===== src/hdl/stream_transport_server_engine_unit_macros.svh =====
// assertion macros shared by the transport server engine rtl
// no dependencies; define ASSERT_OFF to compile the checks away
`ifndef STREAM_TRANSPORT_SERVER_ENGINE_UNIT_MACROS_SVH
`define STREAM_TRANSPORT_SERVER_ENGINE_UNIT_MACROS_SVH

`ifndef ASSERT_OFF

// clocked check, off while reset is held
`define STSE_ASSERT(lbl, clk, rst_n, prop, msg) \
    lbl: assert property (@(posedge clk) disable iff (!rst_n) prop) else $error(msg);

// clocked check that also holds during reset
`define STSE_ASSERT_ALWAYS(lbl, clk, prop, msg) \
    lbl: assert property (@(posedge clk) prop) else $error(msg);

`else

`define STSE_ASSERT(lbl, clk, rst_n, prop, msg)
`define STSE_ASSERT_ALWAYS(lbl, clk, prop, msg)

`endif

`endif


===== src/hdl/stse_pkg.sv =====
`timescale 1ns / 1ps
// types, codes and sizing constants of the transport server engine
// no dependencies; used by the interfaces, the table and the top level
package stse_pkg;

    // sizing
    localparam int CONNECTIONS    = 16;
    localparam int RECV_BUF_BYTES = 4096;
    localparam int MAX_SEG_BYTES  = 1500;

    localparam int IDX_W = (CONNECTIONS > 1) ? $clog2(CONNECTIONS) : 1;
    localparam int BUF_W = $clog2(RECV_BUF_BYTES + 1);
    localparam int SUM_W = ((BUF_W > 11) ? BUF_W : 11) + 1;

    typedef logic [IDX_W-1:0] t_idx;
    localparam t_idx IDX_LAST = t_idx'(CONNECTIONS - 1);

    // configuration register indexes
    typedef logic [0:0] t_cfg_idx;
    localparam t_cfg_idx CFG_MY_NODE_ID      = 1'b0;
    localparam t_cfg_idx CFG_CLOSEWAIT_TICKS = 1'b1;
    localparam logic [31:0] CW_TICKS_RESET   = 32'd1000;

    // peer node not yet known
    localparam logic [8:0] NODE_UNKNOWN = 9'h100;

    typedef enum logic [2:0] {
        FN_SEGMENT = 3'd0,
        FN_OPEN    = 3'd1,
        FN_LISTEN  = 3'd2,
        FN_READ    = 3'd3,
        FN_CLOSE   = 3'd4,
        FN_TICK    = 3'd5
    } t_func;

    typedef enum logic [2:0] {
        SK_SYN     = 3'd0,
        SK_SYNACK  = 3'd1,
        SK_FIN     = 3'd2,
        SK_FINACK  = 3'd3,
        SK_DATA    = 3'd4,
        SK_DATAACK = 3'd5
    } t_seg_kind;

    typedef enum logic [2:0] {
        STS_OK          = 3'd0,
        STS_NO_FREE     = 3'd1,
        STS_NOT_IN_USE  = 3'd2,
        STS_NOT_READY   = 3'd3,
        STS_DROPPED     = 3'd4,
        STS_OUT_OF_SEQ  = 3'd5,
        STS_BUFFER_FULL = 3'd6
    } t_status;

    typedef enum logic [1:0] {
        CS_CLOSED = 2'd0,
        CS_LISTEN = 2'd1,
        CS_CONN   = 2'd2,
        CS_CWAIT  = 2'd3
    } t_conn_state;

    typedef enum logic [1:0] {
        S_IDLE = 2'd0,
        S_SCAN = 2'd1,
        S_EXEC = 2'd2
    } t_fsm;

    // one connection table entry
    typedef struct packed {
        logic              used;
        t_conn_state       state;
        logic [15:0]       bound_port;
        logic [15:0]       peer_port;
        logic [8:0]        peer_node;
        logic [31:0]       expected_seq;
        logic [BUF_W-1:0]  buffered;
    } t_entry;

    localparam t_entry ENTRY_RESET = '{
        used:         1'b0,
        state:        CS_CLOSED,
        bound_port:   16'd0,
        peer_port:    16'd0,
        peer_node:    NODE_UNKNOWN,
        expected_seq: 32'd0,
        buffered:     '0
    };

    // input transfer payload
    typedef struct packed {
        logic [2:0]  func;
        logic [2:0]  seg_kind;
        logic [7:0]  src_node;
        logic [15:0] sender_port;
        logic [15:0] target_port;
        logic [31:0] seq_number;
        logic [10:0] seg_length;
        logic [3:0]  socket_id;
        logic [15:0] local_port;
        logic [12:0] read_length;
    } t_in_item;

    // result transfer payload
    typedef struct packed {
        logic [2:0]  status;
        logic        reply_valid;
        logic [2:0]  reply_kind;
        logic [15:0] reply_src_port;
        logic [15:0] reply_dest_port;
        logic [7:0]  reply_node;
        logic [31:0] ack_number;
        logic [3:0]  result_socket;
        logic [1:0]  conn_state_out;
    } t_out_item;

endpackage


===== src/hdl/stse_in_if.sv =====
`timescale 1ns / 1ps
// valid/ready channel carrying host operations, segments and ticks
// depends on stse_pkg for the payload type
interface stse_in_if;
    import stse_pkg::*;

    logic     valid;
    logic     ready;
    t_in_item item;

    modport source (output valid, output item, input ready);
    modport sink   (input valid, input item, output ready);
endinterface


===== src/hdl/stse_out_if.sv =====
`timescale 1ns / 1ps
// valid/ready channel carrying one result per input transfer
// depends on stse_pkg for the payload type
interface stse_out_if;
    import stse_pkg::*;

    logic      valid;
    logic      ready;
    t_out_item item;

    modport source (output valid, output item, input ready);
    modport sink   (input valid, input item, output ready);
endinterface


===== src/hdl/stse_conn_table.sv =====
`timescale 1ns / 1ps
// connection table: one entry per connection, read and written at one index
// depends on stse_pkg for the entry type and table size
module stse_conn_table (
    input  logic            i_clk,
    input  logic            i_rst_n,
    input  stse_pkg::t_idx   i_addr,
    input  logic            i_wr_en,
    input  stse_pkg::t_entry i_wr_entry,
    output stse_pkg::t_entry o_rd_entry
);
    import stse_pkg::*;

    t_entry r_table [CONNECTIONS];

    // entry storage, all entries closed and unused after reset
    always_ff @(posedge i_clk) begin
        if (!i_rst_n) begin
            for (int k = 0; k < CONNECTIONS; k++) begin
                r_table[k] <= ENTRY_RESET;
            end
        end else if (i_wr_en) begin
            r_table[i_addr] <= i_wr_entry;
        end
    end

    // single read port at the current index
    assign o_rd_entry = r_table[i_addr];

endmodule


===== src/hdl/stream_transport_server_engine_unit.sv =====
`timescale 1ns / 1ps
// Server side of a simplified stream transport with a table of connections.
// Each input transfer (segment, open, listen, read, close or tick) yields
// exactly one result transfer. One item is handled at a time: the input is
// ready only between items. Listen, read, close, tick, unused codes and a
// segment to port 0 go from acceptance straight to the execute step. A
// segment or an open walks the connection table one entry per cycle through
// a single port/free comparator, stopping at the first match or after the
// last entry, before the execute step. The input is ready again as soon as
// the result is loaded. The result sits in an output register; the next item
// can be accepted while it waits to be taken, but its own result waits for
// that register to drain. Configuration writes take effect at once; the node
// id register affects no output and is accepted and discarded.
// Depends on stse_pkg, stse_in_if, stse_out_if, stse_conn_table and the
// macros header.
`include "stream_transport_server_engine_unit_macros.svh"

module stream_transport_server_engine_unit (
    input  logic                i_clk,
    input  logic                i_rst_n,
    input  logic                i_cfg_wr_en,
    input  stse_pkg::t_cfg_idx  i_cfg_index,
    input  logic [31:0]         i_cfg_data,
    stse_in_if.sink             i_in,
    stse_out_if.source          o_out
);
    import stse_pkg::*;

    // sequencer and working registers
    t_fsm        r_state, n_state;
    t_idx        r_idx, n_idx;
    logic        r_hit, n_hit;
    t_in_item    r_item, n_item;
    logic [31:0] r_tick, n_tick;
    logic [31:0] r_cw_start, n_cw_start;
    logic [31:0] r_cw_ticks;
    logic        r_out_valid, n_out_valid;
    t_out_item   r_out, n_out;

    // table port
    t_entry      rd_entry;
    t_entry      wr_entry;
    logic        wr_en;

    // shared compare results for the current entry
    logic             scan_hit;
    logic             exec_fire;
    logic             from_peer;
    logic [31:0]      cw_elapsed;
    logic             timed_out;
    logic [SUM_W-1:0] buf_sum;
    logic             data_fits;
    logic             read_ok;

    stse_conn_table u_table (
        .i_clk      (i_clk),
        .i_rst_n    (i_rst_n),
        .i_addr     (r_idx),
        .i_wr_en    (wr_en),
        .i_wr_entry (wr_entry),
        .o_rd_entry (rd_entry)
    );

    // port match for segments, free entry for opens
    assign scan_hit = (r_item.func == FN_OPEN) ? !rd_entry.used :
                      (rd_entry.used && (rd_entry.bound_port == r_item.target_port));

    // per-entry checks used by the execute step
    assign from_peer  = (rd_entry.peer_node == {1'b0, r_item.src_node});
    assign cw_elapsed = r_tick - r_cw_start;
    assign timed_out  = (cw_elapsed >= r_cw_ticks);
    assign buf_sum    = SUM_W'(rd_entry.buffered) + SUM_W'(r_item.seg_length);
    assign data_fits  = (32'(r_item.seg_length) <= MAX_SEG_BYTES) &&
                        (buf_sum < SUM_W'(RECV_BUF_BYTES));
    assign read_ok    = (32'(r_item.read_length) <= 32'(rd_entry.buffered));

    assign i_in.ready  = (r_state == S_IDLE);
    assign o_out.valid = r_out_valid;
    assign o_out.item  = r_out;

    // state register
    always_ff @(posedge i_clk) begin
        if (!i_rst_n) begin
            r_state <= S_IDLE;
        end else begin
            r_state <= n_state;
        end
    end

    // control and counters
    always_ff @(posedge i_clk) begin
        if (!i_rst_n) begin
            r_idx       <= '0;
            r_hit       <= 1'b0;
            r_tick      <= 32'd0;
            r_cw_start  <= 32'd0;
            r_cw_ticks  <= CW_TICKS_RESET;
            r_out_valid <= 1'b0;
        end else begin
            r_idx       <= n_idx;
            r_hit       <= n_hit;
            r_tick      <= n_tick;
            r_cw_start  <= n_cw_start;
            r_out_valid <= n_out_valid;
            if (i_cfg_wr_en && (i_cfg_index == CFG_CLOSEWAIT_TICKS)) begin
                r_cw_ticks <= i_cfg_data;
            end
        end
    end

    // payload registers
    always_ff @(posedge i_clk) begin
        r_item <= n_item;
        r_out  <= n_out;
    end

    // next state, table update and result
    always_comb begin
        n_state     = r_state;
        n_idx       = r_idx;
        n_hit       = r_hit;
        n_item      = r_item;
        n_tick      = r_tick;
        n_cw_start  = r_cw_start;
        n_out_valid = r_out_valid;
        n_out       = r_out;
        wr_en       = 1'b0;
        wr_entry    = rd_entry;
        exec_fire   = 1'b0;

        // result register drains on its transfer
        if (o_out.ready) begin
            n_out_valid = 1'b0;
        end

        case (r_state)
            S_IDLE: begin
                if (i_in.valid) begin
                    n_item = i_in.item;
                    n_idx  = '0;
                    n_hit  = 1'b0;
                    case (i_in.item.func)
                        FN_SEGMENT: begin
                            n_state = (i_in.item.target_port == 16'd0) ? S_EXEC : S_SCAN;
                        end
                        FN_OPEN: begin
                            n_state = S_SCAN;
                        end
                        FN_LISTEN, FN_READ, FN_CLOSE: begin
                            if (32'(i_in.item.socket_id) < CONNECTIONS) begin
                                n_idx = t_idx'(i_in.item.socket_id);
                                n_hit = 1'b1;
                            end
                            n_state = S_EXEC;
                        end
                        default: begin
                            n_state = S_EXEC;
                        end
                    endcase
                end
            end

            // one table entry per cycle
            S_SCAN: begin
                if (scan_hit) begin
                    n_hit   = 1'b1;
                    n_state = S_EXEC;
                end else if (r_idx == IDX_LAST) begin
                    n_hit   = 1'b0;
                    n_state = S_EXEC;
                end else begin
                    n_idx = r_idx + 1'b1;
                end
            end

            // read-modify-write of the addressed entry, result loaded
            S_EXEC: begin
                if (!r_out_valid || o_out.ready) begin
                    exec_fire   = 1'b1;
                    n_out       = '0;
                    n_out.status = STS_OK;
                    case (r_item.func)
                        FN_SEGMENT: begin
                            n_out.status = STS_DROPPED;
                            if (r_hit) begin
                                wr_en = 1'b1;
                                n_out.result_socket = 4'(r_idx);
                                case (rd_entry.state)
                                    CS_LISTEN: begin
                                        if ((r_item.seg_kind == SK_SYN) &&
                                            ((rd_entry.peer_node == NODE_UNKNOWN) || from_peer)) begin
                                            wr_entry.state     = CS_CONN;
                                            wr_entry.peer_port = r_item.sender_port;
                                            wr_entry.peer_node = {1'b0, r_item.src_node};
                                            n_out.reply_valid  = 1'b1;
                                            n_out.reply_kind   = SK_SYNACK;
                                            n_out.status       = STS_OK;
                                        end
                                    end
                                    CS_CONN: begin
                                        if (from_peer) begin
                                            if (r_item.seg_kind == SK_SYN) begin
                                                wr_entry.peer_port = r_item.sender_port;
                                                n_out.reply_valid  = 1'b1;
                                                n_out.reply_kind   = SK_SYNACK;
                                                n_out.status       = STS_OK;
                                            end else if (r_item.seg_kind == SK_FIN) begin
                                                wr_entry.state    = CS_CWAIT;
                                                n_cw_start        = r_tick;
                                                n_out.reply_valid = 1'b1;
                                                n_out.reply_kind  = SK_FINACK;
                                                n_out.status      = STS_OK;
                                            end else if (r_item.seg_kind == SK_DATA) begin
                                                if (r_item.seq_number != rd_entry.expected_seq) begin
                                                    n_out.status = STS_OUT_OF_SEQ;
                                                end else if (!data_fits) begin
                                                    n_out.status = STS_BUFFER_FULL;
                                                end else begin
                                                    wr_entry.expected_seq = rd_entry.expected_seq +
                                                                            32'(r_item.seg_length);
                                                    wr_entry.buffered     = BUF_W'(buf_sum);
                                                    n_out.status          = STS_OK;
                                                end
                                                n_out.reply_valid = 1'b1;
                                                n_out.reply_kind  = SK_DATAACK;
                                                n_out.ack_number  = wr_entry.expected_seq;
                                            end
                                        end
                                    end
                                    CS_CWAIT: begin
                                        if (timed_out) begin
                                            wr_entry.state    = CS_CLOSED;
                                            wr_entry.buffered = '0;
                                            n_out.status      = STS_OK;
                                        end else if ((r_item.seg_kind == SK_FIN) && from_peer) begin
                                            n_out.reply_valid = 1'b1;
                                            n_out.reply_kind  = SK_FINACK;
                                            n_out.status      = STS_OK;
                                        end
                                    end
                                    default: begin
                                    end
                                endcase
                                n_out.conn_state_out = wr_entry.state;
                                if (n_out.reply_valid) begin
                                    n_out.reply_src_port  = wr_entry.bound_port;
                                    n_out.reply_dest_port = wr_entry.peer_port;
                                    n_out.reply_node      = wr_entry.peer_node[7:0];
                                end
                            end
                        end
                        FN_OPEN: begin
                            if (r_hit) begin
                                wr_en               = 1'b1;
                                wr_entry            = ENTRY_RESET;
                                wr_entry.used       = 1'b1;
                                wr_entry.bound_port = r_item.local_port;
                                n_out.result_socket = 4'(r_idx);
                            end else begin
                                n_out.status = STS_NO_FREE;
                            end
                        end
                        FN_LISTEN, FN_READ, FN_CLOSE: begin
                            if (!r_hit || !rd_entry.used) begin
                                n_out.status = STS_NOT_IN_USE;
                            end else begin
                                n_out.result_socket = 4'(r_idx);
                                if (r_item.func == FN_LISTEN) begin
                                    if (rd_entry.state != CS_CONN) begin
                                        wr_en          = 1'b1;
                                        wr_entry.state = CS_LISTEN;
                                        n_out.status   = STS_NOT_READY;
                                    end
                                end else if (r_item.func == FN_READ) begin
                                    if (read_ok) begin
                                        wr_en             = 1'b1;
                                        wr_entry.buffered = rd_entry.buffered -
                                                            BUF_W'(r_item.read_length);
                                    end else begin
                                        n_out.status = STS_NOT_READY;
                                    end
                                end else begin
                                    wr_en    = 1'b1;
                                    wr_entry = ENTRY_RESET;
                                end
                                n_out.conn_state_out = wr_entry.state;
                            end
                        end
                        FN_TICK: begin
                            n_tick = r_tick + 32'd1;
                        end
                        default: begin
                        end
                    endcase
                    n_out_valid = 1'b1;
                    n_state     = S_IDLE;
                end
            end

            default: begin
                n_state = S_IDLE;
            end
        endcase
    end

    // checks on the sequencer and table
    `STSE_ASSERT(a_accept_leaves_idle, i_clk, i_rst_n, (i_in.valid && i_in.ready) |=> (r_state != S_IDLE), "accepted transfer did not start work")
    `STSE_ASSERT(a_result_from_exec, i_clk, i_rst_n, $rose(r_out_valid) |-> ($past(r_state) == S_EXEC), "result loaded outside the execute step")
    `STSE_ASSERT(a_scan_miss_ends, i_clk, i_rst_n, ((r_state == S_SCAN) && !scan_hit && (r_idx == IDX_LAST)) |=> ((r_state == S_EXEC) && !r_hit), "table walk ran past the last entry")
    `STSE_ASSERT(a_open_entry_in_use, i_clk, i_rst_n, (r_state == S_EXEC) |-> ((rd_entry.state == CS_CLOSED) || rd_entry.used), "entry active while not in use")
    `STSE_ASSERT(a_tick_counts, i_clk, i_rst_n, (exec_fire && (r_item.func == FN_TICK)) |=> (r_tick == ($past(r_tick) + 32'd1)), "tick did not advance the counter")

endmodule


===== src/flat_wrapper.sv =====
// flat-port wrapper written by rule: the top's interface ports become plain ports
module stream_transport_server_engine_unit_flat import stse_pkg::*;
  (i_clk, i_rst_n, i_cfg_wr_en, i_cfg_index, i_cfg_data, i_in_valid, i_in_item, i_in_ready, o_out_valid, o_out_item, o_out_ready);
  stse_in_if i_in_i ();
  stse_out_if o_out_i ();
  input  logic i_clk;
  input  logic i_rst_n;
  input  logic i_cfg_wr_en;
  input  stse_pkg::t_cfg_idx i_cfg_index;
  input  logic [31:0] i_cfg_data;
  input wire logic [$bits(i_in_i.valid)-1:0] i_in_valid;
  input wire logic [$bits(i_in_i.item)-1:0] i_in_item;
  output wire logic [$bits(i_in_i.ready)-1:0] i_in_ready;
  output wire logic [$bits(o_out_i.valid)-1:0] o_out_valid;
  output wire logic [$bits(o_out_i.item)-1:0] o_out_item;
  input wire logic [$bits(o_out_i.ready)-1:0] o_out_ready;
  assign i_in_i.valid = i_in_valid;
  assign i_in_i.item = i_in_item;
  assign i_in_ready = i_in_i.ready;
  assign o_out_valid = o_out_i.valid;
  assign o_out_item = o_out_i.item;
  assign o_out_i.ready = o_out_ready;
  stream_transport_server_engine_unit u_core (.i_clk(i_clk), .i_rst_n(i_rst_n), .i_cfg_wr_en(i_cfg_wr_en), .i_cfg_index(i_cfg_index), .i_cfg_data(i_cfg_data), .i_in(i_in_i), .o_out(o_out_i));
endmodule

===== config.mk =====
export PLATFORM = sky130hd
export DESIGN_NAME = stream_transport_server_engine_unit_flat
export DESIGN_NICKNAME = d
export VERILOG_FILES = /design/src/hdl/stse_pkg.sv /design/src/hdl/stse_in_if.sv /design/src/hdl/stse_out_if.sv /design/src/hdl/stse_conn_table.sv /design/src/hdl/stream_transport_server_engine_unit.sv /design/src/flat_wrapper.sv
export VERILOG_INCLUDE_DIRS = /design/src /design/src/hdl
export SDC_FILE = /design/constraint.sdc
export NUM_CORES = 2
export LEC_CHECK = 0
export BUFFER_PORTS_ARGS = -buffer_cell sky130_fd_sc_hd__buf_2
export CAP_MARGIN = 40
export CORE_MARGIN = 4
export CORE_UTILIZATION = 55
export CTS_CLUSTER_DIAMETER = 120
export DETAILED_ROUTE_END_ITERATION = 12
export MAX_ROUTING_LAYER = met4
export PLACE_DENSITY = 0.76
export SYNTH_ARGS = -nofsm -noshare
export SYNTH_HDL_FRONTEND = slang
export SYNTH_SLANG_ARGS = --single-unit

===== constraint.sdc =====
create_clock -name i_clk -period 12.8 [get_ports i_clk]
set_input_delay 0 -clock i_clk [delete_from_list [all_inputs] [get_ports i_clk]]
set_output_delay 0 -clock i_clk [all_outputs]
set_load 0.02 [all_outputs]

==> results_dict.tcl <==
set metrics [dict create \
    status "finished, final reports clean" \
    cts-root-buf "clkbuf_16" \
    layout_common_cells "1626 x edfxtp_1, 1609 x nor2_1, 369 x mux4_2" \
    antenna_found_initial 10 \
    drive_gt1_share_pct 18.6 \
    first_pass_iters 8 \
    dp_hpwl_um 156000 \
    max_cap_viol_count 0 \
    cts_hold_buf 349 \
    critPathMostFrequentCell "buf_4" \
    slowest_delay_ns 0.77 \
    pwr_density_cell_nw_per_um2 152 \
    grt_pass1_vias 55912 \
    initialDrtViolationCount 9038 \
    cts_tree "done" \
    fin_tns_setup_ns 0 \
    clk_pin_slew_ns 0.06 \
    relSlewSlack_pct 24.5 \
    synth_cells 5941 \
    cts_inserted_buffers 180 \
    setup.worst_path.class "flop to flop" \
    synth_area_um2 80900 \
    async_reset_ff_share_pct 0 \
    cp_data_required_time_ns 13.23 \
    ioPinCount 247 \
    gp_congestion 0.941 \
    postSynthAreaPerCell_um2 13.6 \
    min_path_type "input port to flop" \
    yosys_most_used_dff "edfxtp_1" \
    fin_nets 6717 \
    power_frac_seq_pct 46.0 \
    internal-power_mw 10.2 \
    slowest_stage "nand3_4" \
    die_height_um 392 \
    ctsHtreeMaxLevel 4 \
    crit_path_start_kind "flop" \
    drcViolationCount 0 \
    clock_latency_ns 0.85 \
    p_comb_share_pct 17.6 \
    crit_chain "buf_12, mux4_2, mux4_2, ha_1, nor2b_1, o21a_1, o21ai_0, a31oi_1, o211ai_1, a31o_2, nand2_1, nor2_1, nor4_4, buf_4, nand3_4, nand2_4, buf_4, buf_4" \
    rows 140 \
    end_kind "flop" \
    synth-edff-count 1626 \
    grt_pass1_wl_um 374000 \
    fin_crit_sh_pct 71.5 \
    vias 56214 \
    yosysWarnings 0 \
    fmax_mhz 109 \
    finalCriticalPeriod_ns 9.15 \
    min_path_cells 2 \
    ys_ff_latch 1734 \
    core_area_um2 146000 \
    final_common_cell "edfxtp_1" \
    switching_share_pct 28.5 \
    synth_seq_area_share_pct 63.0 \
    place.port_buffers 246 \
    cts_setup_buffers 0 \
    r2r_cells 18 \
    setup_viol 0 \
    routed_wl_um 258000 \
    cts_max_path_buffers 3 \
    critPathArrivalTime_ns 9.58 \
    pwr-share-clk_pct 36.4 \
    ant_nets 0 \
    syn-num-nets 6213 \
    grt_setup_unrepaired "no" \
    slew_violations 0 \
    cts.sinks 1734 \
    grtUsageTotal_pct 34.5 \
    ys_types 104 \
    vias_per_cell 6.60 \
    hold_viol 0 \
    path_max_fanout 87 \
    grt_max_degree 112 \
    wl_per_cell_um 30.2 \
    cts_resized 0 \
    p_leak_nw 33.0 \
    globalRouteOverflowTotal 0 \
    skew_ns 0.0576 \
    areaGrowthSynthToFinish_pct 16.0 \
    p_switching_mw 4.06 \
    worstMarginPinSlew_ns 1.13 \
    ir_drop_mv 0.162 \
    start_util_pct 55.5 \
    die_area_um2 153000 \
    die_x_um 392 \
    fin_util_pct 64.3 \
]
final timing paths:
| path | start | to | slack, ns |
|---|---|---|---|
| worst max-delay path | flop | u_core.u_table.r_table[7][6]$_SDFFCE_PN0P_ | 3.65 |
| worst min-delay path | i_in_item[119] | u_core.r_item[119]$_DFFE_PP_ | 0.11 |
| worst max register to register | flop | u_core.u_table.r_table[7][6]$_SDFFCE_PN0P_ | 3.65 |
| worst min register to register | u_core.r_cw_ticks[28]$_SDFFE_PN0P_ | u_core.r_cw_ticks[28]$_SDFFE_PN0P_ | 0.47 |
Yosys cell counts, types with 21 or more instances:
master,n,area (µm²)
inv_1,121,454
dfxtp_1,108,2160
a22oi_1,65,488
nor2_1,1612,6050
o21ai_0,62,310
clkbuf_1,237,890
nor4b_1,23,201
mux2_2,29,327
nand4_1,23,144
and2_1,38,238
nand2_1,193,724
a21o_1,34,255
buf_2,119,596
xnor2_1,119,1040
xor2_1,70,613
buf_4,38,285
mux2i_1,161,1610
a21oi_1,151,756
ha_1,108,1350
or3_1,23,144
nand2b_1,45,282
edfxtp_1,1626,48800
mux4_2,369,8310
buf_6,21,236
nor2b_1,24,150
nor3_1,64,320
nand3_1,56,280
state kept, by name (all words and copies together) (netlist names), named ones only:
name	flops
u_core.o_out.item	84
u_core.r_state	2
u_core.o_out.valid	1
u_core.r_cw_ticks	32
u_core.r_tick	32
u_core.r_item	118
u_core.u_table.r_table	1424
u_core.r_hit	1
u_core.r_idx	4
u_core.r_cw_start	32
logic make-up after synthesis:
logic type / share of synthesized area (%)
AND/OR/NAND/NOR: 11.6
XOR/XNOR: 2.04
flip-flops: 63.0
buffers and inverters: 3.32
adder cells (fa/ha/maj): 1.77
multiplexers: 13.1
AO/OA/AOI/OAI: 5.17
power groups by stage:
| stage | Sequential (mW) | Clock [mW] | Combinational (mW) |
|---|---|---|---|
| final | 6.55 | 5.18 | 2.51 |
| after global routing | 6.56 | 5.44 | 2.61 |
| after CTS | 6.54 | 5.17 | 2.42 |
| after detailed placement | 6.66 | 0 | 2.33 |
| after global placement | 6.65 | 0 | 2.26 |
| after floorplan | 6.62 | 0 | 1.58 |
per-layer routing:
layer	vias to the layer above	global-route usage, %	share of wire, %
li1	22927	-	-
met4	0	17.8	6.4
met5	-	-	0
met1	27664	44.0	34
met3	961	9.76	14
met2	4662	51.0	45
stage by stage:
step / hold slack (ns) / setup WS (ns) / power [mW] / std cells / area (µm²)
3_5_place_dp: 0.178 / 3.90 / 8.99 / 7824 / 84500
6_report: 0.109 / 3.65 / 14.2 / 8517 / 93900
5_1_grt: 0.103 / 3.30 / 14.6 / 8512 / 93900
2_1_floorplan: 0.0989 / 4.19 / 8.20 / 5941 / 80900
4_1_cts: 0.00210 / 3.81 / 14.1 / 8499 / 93800
3_3_place_gp: 0.177 / 3.88 / 8.91 / 7776 / 83600
critical path: cells and delay by family (launching register included):
kind                       cells  cell delay [ns]
muxes                          2             1.18
and+or+nand+nor                6             2.73
AOI/OAI and AO/OA              5             1.04
buffers and inverters          4             2.47
adders and majority gates      1             0.34
DFF                            1             0.74
final cells by class:
type / instances / area (µm²)
repair buffers: 760 / 6550
clock inverters: 115 / 1120
diodes: 11 / 27.5
clock buffers: 211 / 4640
inverters: 126 / 479
flip-flops and latches: 1734 / 51000
multi-input cells: 3643 / 27700
fillers: 10052 / 52000
well taps: 1917 / 2400
No activity file was read; power rests on OpenSTA's default activity.
